==> src/rtl/ebcf_pkg.sv <==
// shared types and constants of the error blink-code flasher
package ebcf_pkg;

  localparam int unsigned CountWidth = 8;
  localparam int unsigned SevWidth   = 3;
  localparam int unsigned CodeWidth  = 7;
  localparam int unsigned CfgIdxWidth = 8;

  localparam logic [CfgIdxWidth-1:0] RegTickDivideRatio = 8'd0;
  localparam logic [CfgIdxWidth-1:0] RegGapSteps        = 8'd1;

  localparam logic [CountWidth-1:0] TickDivideRatioReset = 8'd10;
  localparam logic [CountWidth-1:0] GapStepsReset        = 8'd10;

  localparam logic ModeTick  = 1'b0;
  localparam logic ModeEvent = 1'b1;

  typedef struct packed {
    logic                  led_pin;
    logic [CountWidth-1:0] edges_pending;
    logic                  in_gap;
  } result_t;

endpackage

==> src/rtl/error_blink_code_flasher.sv <==
// error blink-code flasher: event arbitration, tick divider and led sequencer
//
// input channel (in_valid/in_ready): mode 0 is a base timer tick, mode 1 is an
// event report carrying severity and blink_code. every input transaction
// produces exactly one result transaction on the output channel
// (out_valid/out_ready) carrying led_pin, edges_pending and in_gap.
// configuration channel (cfg_valid/cfg_ready): cfg_index 0 writes the tick
// divide ratio, 1 writes the gap length in steps; other indexes are dropped.
// cfg_ready is always high.
// the result of an item is registered in the result register, or in the skid
// register while a result waits. throughput: one item per cycle while in_ready
// is high, set by the state update and the result register.
// a skid register behind the result register lets one more item be taken
// while a result waits; with both full, in_ready drops until the receiver
// takes a result.
// reset: led pin high, all counters and the held event cleared, both registers
// back to 10, output channel empty.
module error_blink_code_flasher (
  input  logic                          clk,
  input  logic                          rst,
  input  logic                          in_valid,
  output logic                          in_ready,
  input  logic                          mode,
  input  logic [ebcf_pkg::SevWidth-1:0]  severity,
  input  logic [ebcf_pkg::CodeWidth-1:0] blink_code,
  output logic                          out_valid,
  input  logic                          out_ready,
  output logic                          led_pin,
  output logic [ebcf_pkg::CountWidth-1:0] edges_pending,
  output logic                          in_gap,
  input  logic                          cfg_valid,
  output logic                          cfg_ready,
  input  logic [ebcf_pkg::CfgIdxWidth-1:0] cfg_index,
  input  logic [ebcf_pkg::CountWidth-1:0]  cfg_data
);

  logic [ebcf_pkg::CountWidth-1:0] tick_divide_ratio;
  logic [ebcf_pkg::CountWidth-1:0] gap_steps;

  logic [ebcf_pkg::CountWidth-1:0] tick_divider, tick_divider_next;
  logic [ebcf_pkg::CountWidth-1:0] pending_edges, pending_edges_next;
  logic [ebcf_pkg::CountWidth-1:0] gap_counter, gap_counter_next;
  logic [ebcf_pkg::SevWidth-1:0]   held_severity, held_severity_next;
  logic [ebcf_pkg::CodeWidth-1:0]  held_code, held_code_next;
  logic                            pin_level, pin_level_next;

  ebcf_pkg::result_t out_data, skid_data, result_next;
  logic              skid_valid;

  logic in_accept;
  logic out_take;
  logic cfg_accept;
  logic [ebcf_pkg::CountWidth-1:0] div_inc;
  logic step;
  logic event_take;
  logic [ebcf_pkg::CountWidth-1:0] edge_base;

  assign in_ready   = !skid_valid;
  assign in_accept  = in_valid && in_ready;
  assign out_take   = out_valid && out_ready;
  assign cfg_ready  = 1'b1;
  assign cfg_accept = cfg_valid && cfg_ready;

  assign div_inc    = tick_divider + 8'd1;
  assign step       = (mode == ebcf_pkg::ModeTick) && (div_inc == tick_divide_ratio);
  assign event_take = (pending_edges == '0) || (severity > held_severity);
  assign edge_base  = (blink_code != held_code) ? '0 : pending_edges;

  always_comb begin
    tick_divider_next  = tick_divider;
    pending_edges_next = pending_edges;
    gap_counter_next   = gap_counter;
    held_severity_next = held_severity;
    held_code_next     = held_code;
    pin_level_next     = pin_level;
    unique case (mode)
      ebcf_pkg::ModeTick: begin
        tick_divider_next = step ? '0 : div_inc;
        if (step) begin
          if (gap_counter == '0) begin
            if (pending_edges != '0) begin
              pending_edges_next = pending_edges - 8'd1;
              pin_level_next     = !pin_level;
              if (pending_edges == 8'd1) begin
                gap_counter_next = gap_steps;
              end
            end else begin
              pin_level_next = 1'b1;
            end
          end else begin
            gap_counter_next = gap_counter - 8'd1;
          end
        end
      end
      ebcf_pkg::ModeEvent: begin
        if (event_take) begin
          if (blink_code != held_code) begin
            pin_level_next = 1'b1;
          end
          held_severity_next = severity;
          held_code_next     = blink_code;
          pending_edges_next = edge_base + {blink_code, 1'b0};
        end
      end
      default: begin
      end
    endcase
    result_next.led_pin       = pin_level_next;
    result_next.edges_pending = pending_edges_next;
    result_next.in_gap        = (gap_counter_next != '0);
  end

  always_ff @(posedge clk) begin
    if (rst) begin
      tick_divide_ratio <= ebcf_pkg::TickDivideRatioReset;
      gap_steps         <= ebcf_pkg::GapStepsReset;
    end else if (cfg_accept) begin
      if (cfg_index == ebcf_pkg::RegTickDivideRatio) begin
        tick_divide_ratio <= cfg_data;
      end else if (cfg_index == ebcf_pkg::RegGapSteps) begin
        gap_steps <= cfg_data;
      end
    end
  end

  always_ff @(posedge clk) begin
    if (rst) begin
      tick_divider  <= '0;
      pending_edges <= '0;
      gap_counter   <= '0;
      held_severity <= '0;
      held_code     <= '0;
      pin_level     <= 1'b1;
    end else if (in_accept) begin
      tick_divider  <= tick_divider_next;
      pending_edges <= pending_edges_next;
      gap_counter   <= gap_counter_next;
      held_severity <= held_severity_next;
      held_code     <= held_code_next;
      pin_level     <= pin_level_next;
    end
  end

  // output register with skid stage
  always_ff @(posedge clk) begin
    if (rst) begin
      out_valid  <= 1'b0;
      skid_valid <= 1'b0;
    end else if (out_take || !out_valid) begin
      if (skid_valid) begin
        out_valid  <= 1'b1;
        skid_valid <= 1'b0;
      end else begin
        out_valid <= in_accept;
      end
    end else if (in_accept) begin
      skid_valid <= 1'b1;
    end
  end

  always_ff @(posedge clk) begin
    if (out_take || !out_valid) begin
      if (skid_valid) begin
        out_data <= skid_data;
      end else if (in_accept) begin
        out_data <= result_next;
      end
    end else if (in_accept) begin
      skid_data <= result_next;
    end
  end

  assign led_pin       = out_data.led_pin;
  assign edges_pending = out_data.edges_pending;
  assign in_gap        = out_data.in_gap;

  a_skid_implies_out: assert property (@(posedge clk) disable iff (rst)
    skid_valid |-> out_valid)
    else $error("skid stage full with output register empty");

  a_result_held: assert property (@(posedge clk) disable iff (rst)
    out_valid && !out_ready |=> out_valid)
    else $error("result dropped while stalled");

  a_new_code_restarts: assert property (@(posedge clk) disable iff (rst)
    in_accept && (mode == ebcf_pkg::ModeEvent) && event_take && (blink_code != held_code)
    |=> pending_edges == {$past(blink_code), 1'b0})
    else $error("new event code did not restart edge count");

  a_gap_countdown: assert property (@(posedge clk) disable iff (rst)
    in_accept && step && (gap_counter != '0)
    |=> (gap_counter == $past(gap_counter) - 8'd1) && (pin_level == $past(pin_level)))
    else $error("gap step did not count down");

  a_ignored_event: assert property (@(posedge clk) disable iff (rst)
    in_accept && (mode == ebcf_pkg::ModeEvent) && !event_take
    |=> $stable(pending_edges) && $stable(held_code) && $stable(pin_level))
    else $error("lower severity event changed state");

endmodule

==> config.mk <==
export PLATFORM = sky130hd
export DESIGN_NAME = error_blink_code_flasher
export DESIGN_NICKNAME = d
export VERILOG_FILES = /design/src/rtl/ebcf_pkg.sv /design/src/rtl/error_blink_code_flasher.sv
export SDC_FILE = /design/constraint.sdc
export NUM_CORES = 1
export LEC_CHECK = 0
export BUFFER_PORTS_ARGS = -buffer_cell sky130_fd_sc_hd__clkbuf_2
export CAP_MARGIN = 20
export CORE_UTILIZATION = 59
export DETAILED_ROUTE_END_ITERATION = 12
export MAX_ROUTING_LAYER = met4
export PLACE_DENSITY = 0.77
export SYNTH_ARGS = -nofsm -noshare
export SYNTH_HDL_FRONTEND = slang
export SYNTH_SLANG_ARGS = --single-unit
==> constraint.sdc <==
create_clock -name clk -period 3.7 [get_ports clk]
set_input_delay 0.37 -clock clk [delete_from_list [all_inputs] [get_ports clk]]
set_output_delay 0.37 -clock clk [all_outputs]
set_load 0.02 [all_outputs]
==> metrics list <==
* Via total after detailed routing: 3856
- Largest voltage drop on the vdd net: 0.314 mV
- Cell types occupying the most area after synthesis: dfxtp_1 (25%), edfxtp_1 (14%), mux2i_1 (5.1%), nand2_1 (4.4%), nor2_1 (4.4%)
- Mean post-synth cell area: 8.75 µm²
- Grt total ovfl: 0
* Unique cell type count in the Yosys netlist: 71
- Of the available clock period, the critical path in the final layout requires 87.7%.
- Along the worst hold path, the cell count comes to 3.
- Worst Hold Class: in2reg
* Last weighted congestion value of the routability-driven placer: 0.908
- The initial antenna violation count came to 0.
* Class of the most critical setup path: reg2reg
- The clock drives 73 sinks.
- Of all nets on the critical path, the largest fanout is 10.
* Commonest register cell after synthesis: dfxtp_1
* Final layout net count: 577
- Counting cells, the worst reg-to-reg path comes to 14.
* Leakage Power: 1.91 nW
- Filler cell count: 566
* Register-to-register path setup slack: 0.46 ns
* Buffering stage count on the worst path with inverters included: 1
- In the routed design, unresolved DRC markers number 0.
- In this run the deepest clock path goes through 2 buffers.
- After the flow finishes, the layout carries non-filler instances totaling 630.
* Setup-failing EPs final: 0
- Sequential fraction of the synthesis area: 38.5%
* Pwr Total: 1.89 mW
* Area of the mapped netlist: 4310 µm²
* Setup slack after placement: 0.283 ns
- Of the total power, registers draw 46.5%.
- The clock network is responsible for 39.4% of the overall power.
* Most frequent cell on the critical path: a21oi_1
- Entering global routing, the biggest net connects 45 pins.
- The number of nets handed over by synthesis was 541.
- Remaining max-slew budget at the tightest pin: 34.6%
* Post-route worst hold slack: 0.258 ns
- The first global-routing pass estimated 16800 µm of wire.
- The flow ran to the end, and the final reports show no timing, DRC or antenna violations.
* Minimum period implied by the final worst setup slack: 3.24 ns
- First-iteration detailed-routing DRC count: 273
- H-tree depth: 3
* Number of cells produced by synthesis: 493
- dfxtp_1 takes more of the synthesized area than any other cell.
- Sum of negative setup slack: 0 ns
* Total Routed Length: 10300 µm
- FP Rows: 30
- In the final routed layout, each cell accounts on average for 16.3 µm.
- At the worst endpoint, the required time is 3.79 ns.
* Final-report max-slew violation count: 0
* Pin slew with the least headroom to its limit: 0.981 ns
* Die X-Extent: 87.5 µm
- Post CTS Setup Buffer Count: 0
- Ratio of cells with drive above 1 in the final layout: 16.9%
* Area growth from synthesis to layout: 11.8%
* Clock transition time at the flip-flop clock pins of the worst setup and hold paths: 0.08 ns
* Resized cells post-CTS: 0
- Pre-Repair DR Iteration Count: 5
- TritonCTS built the clock tree.
- The die is 87.5 µm tall.
- In the post-route analysis, the smallest setup slack over all paths is 0.456 ns.
- Area of the die: 7660 µm²
- Placed wire-length estimate: 7370 µm
- In the post-synthesis netlist, the cell with the most instances is dfxtp_1.
* Total internal power: 1.40 mW
* Final hold violations: 0
- Setup repair after global routing left no endpoint under its margin.
- With fillers left out, the area of the finished cells amounts to 4820 µm².
* Type of origin of the critical path: register
- The synthesized design contains 73 register bits.
- Vias in the first global route: 3463
- Port buffering added 43 buffers.
* Cell family with most CP delay: compound AO/OA/AOI/OAI gates
- For the final database, setup skew stands at 0.00952 ns.
- The worst setup path is captured at a register.
- Share of Yosys cell area claimed by the top area cell type: 24.6%
- Number of buffers inserted for hold repair after clock tree synthesis: 0
- Data arrival time at the worst-slack endpoint: 3.34 ns
- Fin util: 69.5%
- After floorplanning, the core was sized to cover 6940 µm².
* Synth async-reset ratio: 0%
* Warnings, synthesis: 0
* Overall track demand over capacity in global routing: 29.5%
* TritonCTS buffer count: 9
- Of the total power, the share spent switching nets is 26.2%.
- Sorting the synthesized cells by how often they occur yields dfxtp_1 (53), nand2_1 (51), nor2_1 (51), a21oi_1 (36).
* Via density per instance: 6.12
* Highest Clock Rate: 308 MHz
* Count of maximum capacitance violations: 0
- Peak per-stage delay on the critical path: 0.41 ns
* WP depth: 14
- Clock root buffer: clkbuf_8
- For this configuration, the core starts out at a cell density of 62.1%.
* Post-route ant nets: 0
* Placed cell area: 4590 µm²
- Power density over cell area: 393 nW/µm²
* Number of instances in the placed design: 614
* Number of enable-type register cells in the synthesized netlist: 20
- Combinational logic burns 14.1% of the power.
- The number of antenna diodes in the final layout is 0.
* Net switching power of the design: 496 µW
* Area of the multi-input gates: 2460 µm²
* Count of boundary I/O pins: 45
* Skew-Pair Late Insertion Delay: 0.35 ns
- Traced cell by cell, the critical path runs through xor2_1, nor4_1, buf_4, and2_1, ha_1, fa_1, a21o_1, a21oi_1, o21bai_1, a21oi_1, mux2i_1, o211ai_1, o311a_1, a21oi_1.
- Critical Path Slowest Stage Cell: fa_1
- Area taken by flip-flops and latches: 1660 µm²
==> per-layer routing <==
layer	up-vias	GRT usage, %	wire, µm
met1	1823	39.2	4500
li1	1847	-	-
met4	0	9.39	175
met5	-	-	0
met2	164	45.7	4860
met3	22	5.50	721
==> sequential cells by signal, indices dropped and copies added (netlist names) <==
signal,flops
in_gap,1
tick_divider,8
tick_divide_ratio,8
gap_counter,8
pending_edges,8
held_severity,3
skid_valid,1
gap_steps,8
pin_level,1
out_valid,1
skid_data,10
led_pin,1
edges_pending,8
held_code,7
==> placed cells by master, fill, tap and decap left out, types with 4 or more instances in the layout <==
cell type / count
buf_4: 8
clkbuf_8: 9
a21oi_1: 36
nand4_1: 4
dfxtp_1: 53
xnor2_1: 11
mux2_2: 9
xor2_1: 7
nand2_1: 51
and2_1: 13
nor4_1: 7
nand2b_1: 6
nand3_1: 22
and3_1: 7
ha_1: 15
clkbuf_2: 43
nor3_1: 10
edfxtp_1: 20
nor2_1: 51
inv_1: 18
nor2b_1: 6
a31oi_1: 6
o21ai_0: 16
o31ai_1: 4
o21a_1: 6
o211ai_1: 7
mux2i_1: 22
a22oi_1: 4
==> power by group through the flow <==
stage	combinational, mW	clock [mW]	sequential (mW)
2_1_floorplan	0.168	0	0.903
3_3_place_gp	0.255	0	0.896
3_5_place_dp	0.262	0	0.897
4_1_cts	0.264	0.753	0.879
5_1_grt	0.293	0.789	0.883
6_report	0.267	0.747	0.880
==> path summary, 6_finish.rpt <==
| check | to | start |
|---|---|---|
| worst max-delay path | edges_pending[7] | held_code[1] |
| worst min-delay path | gap_steps[1] | cfg_data[1] |
| worst max register to register | edges_pending[7] | held_code[1] |
| worst min register to register | held_severity[2] | held_severity[2] |
==> area by class of cell <==
type	instances	area share, %
Multi-Input combinational cell	375	51.0
Sequential cell	73	34.4
Timing Repair Buffer	51	5.71
Clock buffer	10	2.65
Tap cell	96	2.49
Clock inverter	6	2.20
Inverter	19	1.48
==> logic make-up (layout without fill, tap and decap cells) <==
group,Yosys count,after routing,synth area share [%]
and+or+nand+nor,196,196,23.0
AOI/OAI and AO/OA,113,113,18.0
DFF,73,73,38.5
buffers and inverters,45,86,4.44
muxes,31,31,7.45
xor gates and xnor gates,18,18,3.65
adders and majority gates,16,16,4.81
other,1,1,0.0869
==> worst reg2reg max path, delay by kind of cell, from the launching register on <==
family          cells  cell delay (ns)
compound gates      7             1.33
xor+xnor            1             0.17
fa+ha+maj           2             0.61
buf+inv             1             0.16
flops               1             0.37
mux                 1             0.12
simple gates        2             0.23
Note: power is estimated with default switching activity, not from simulation.
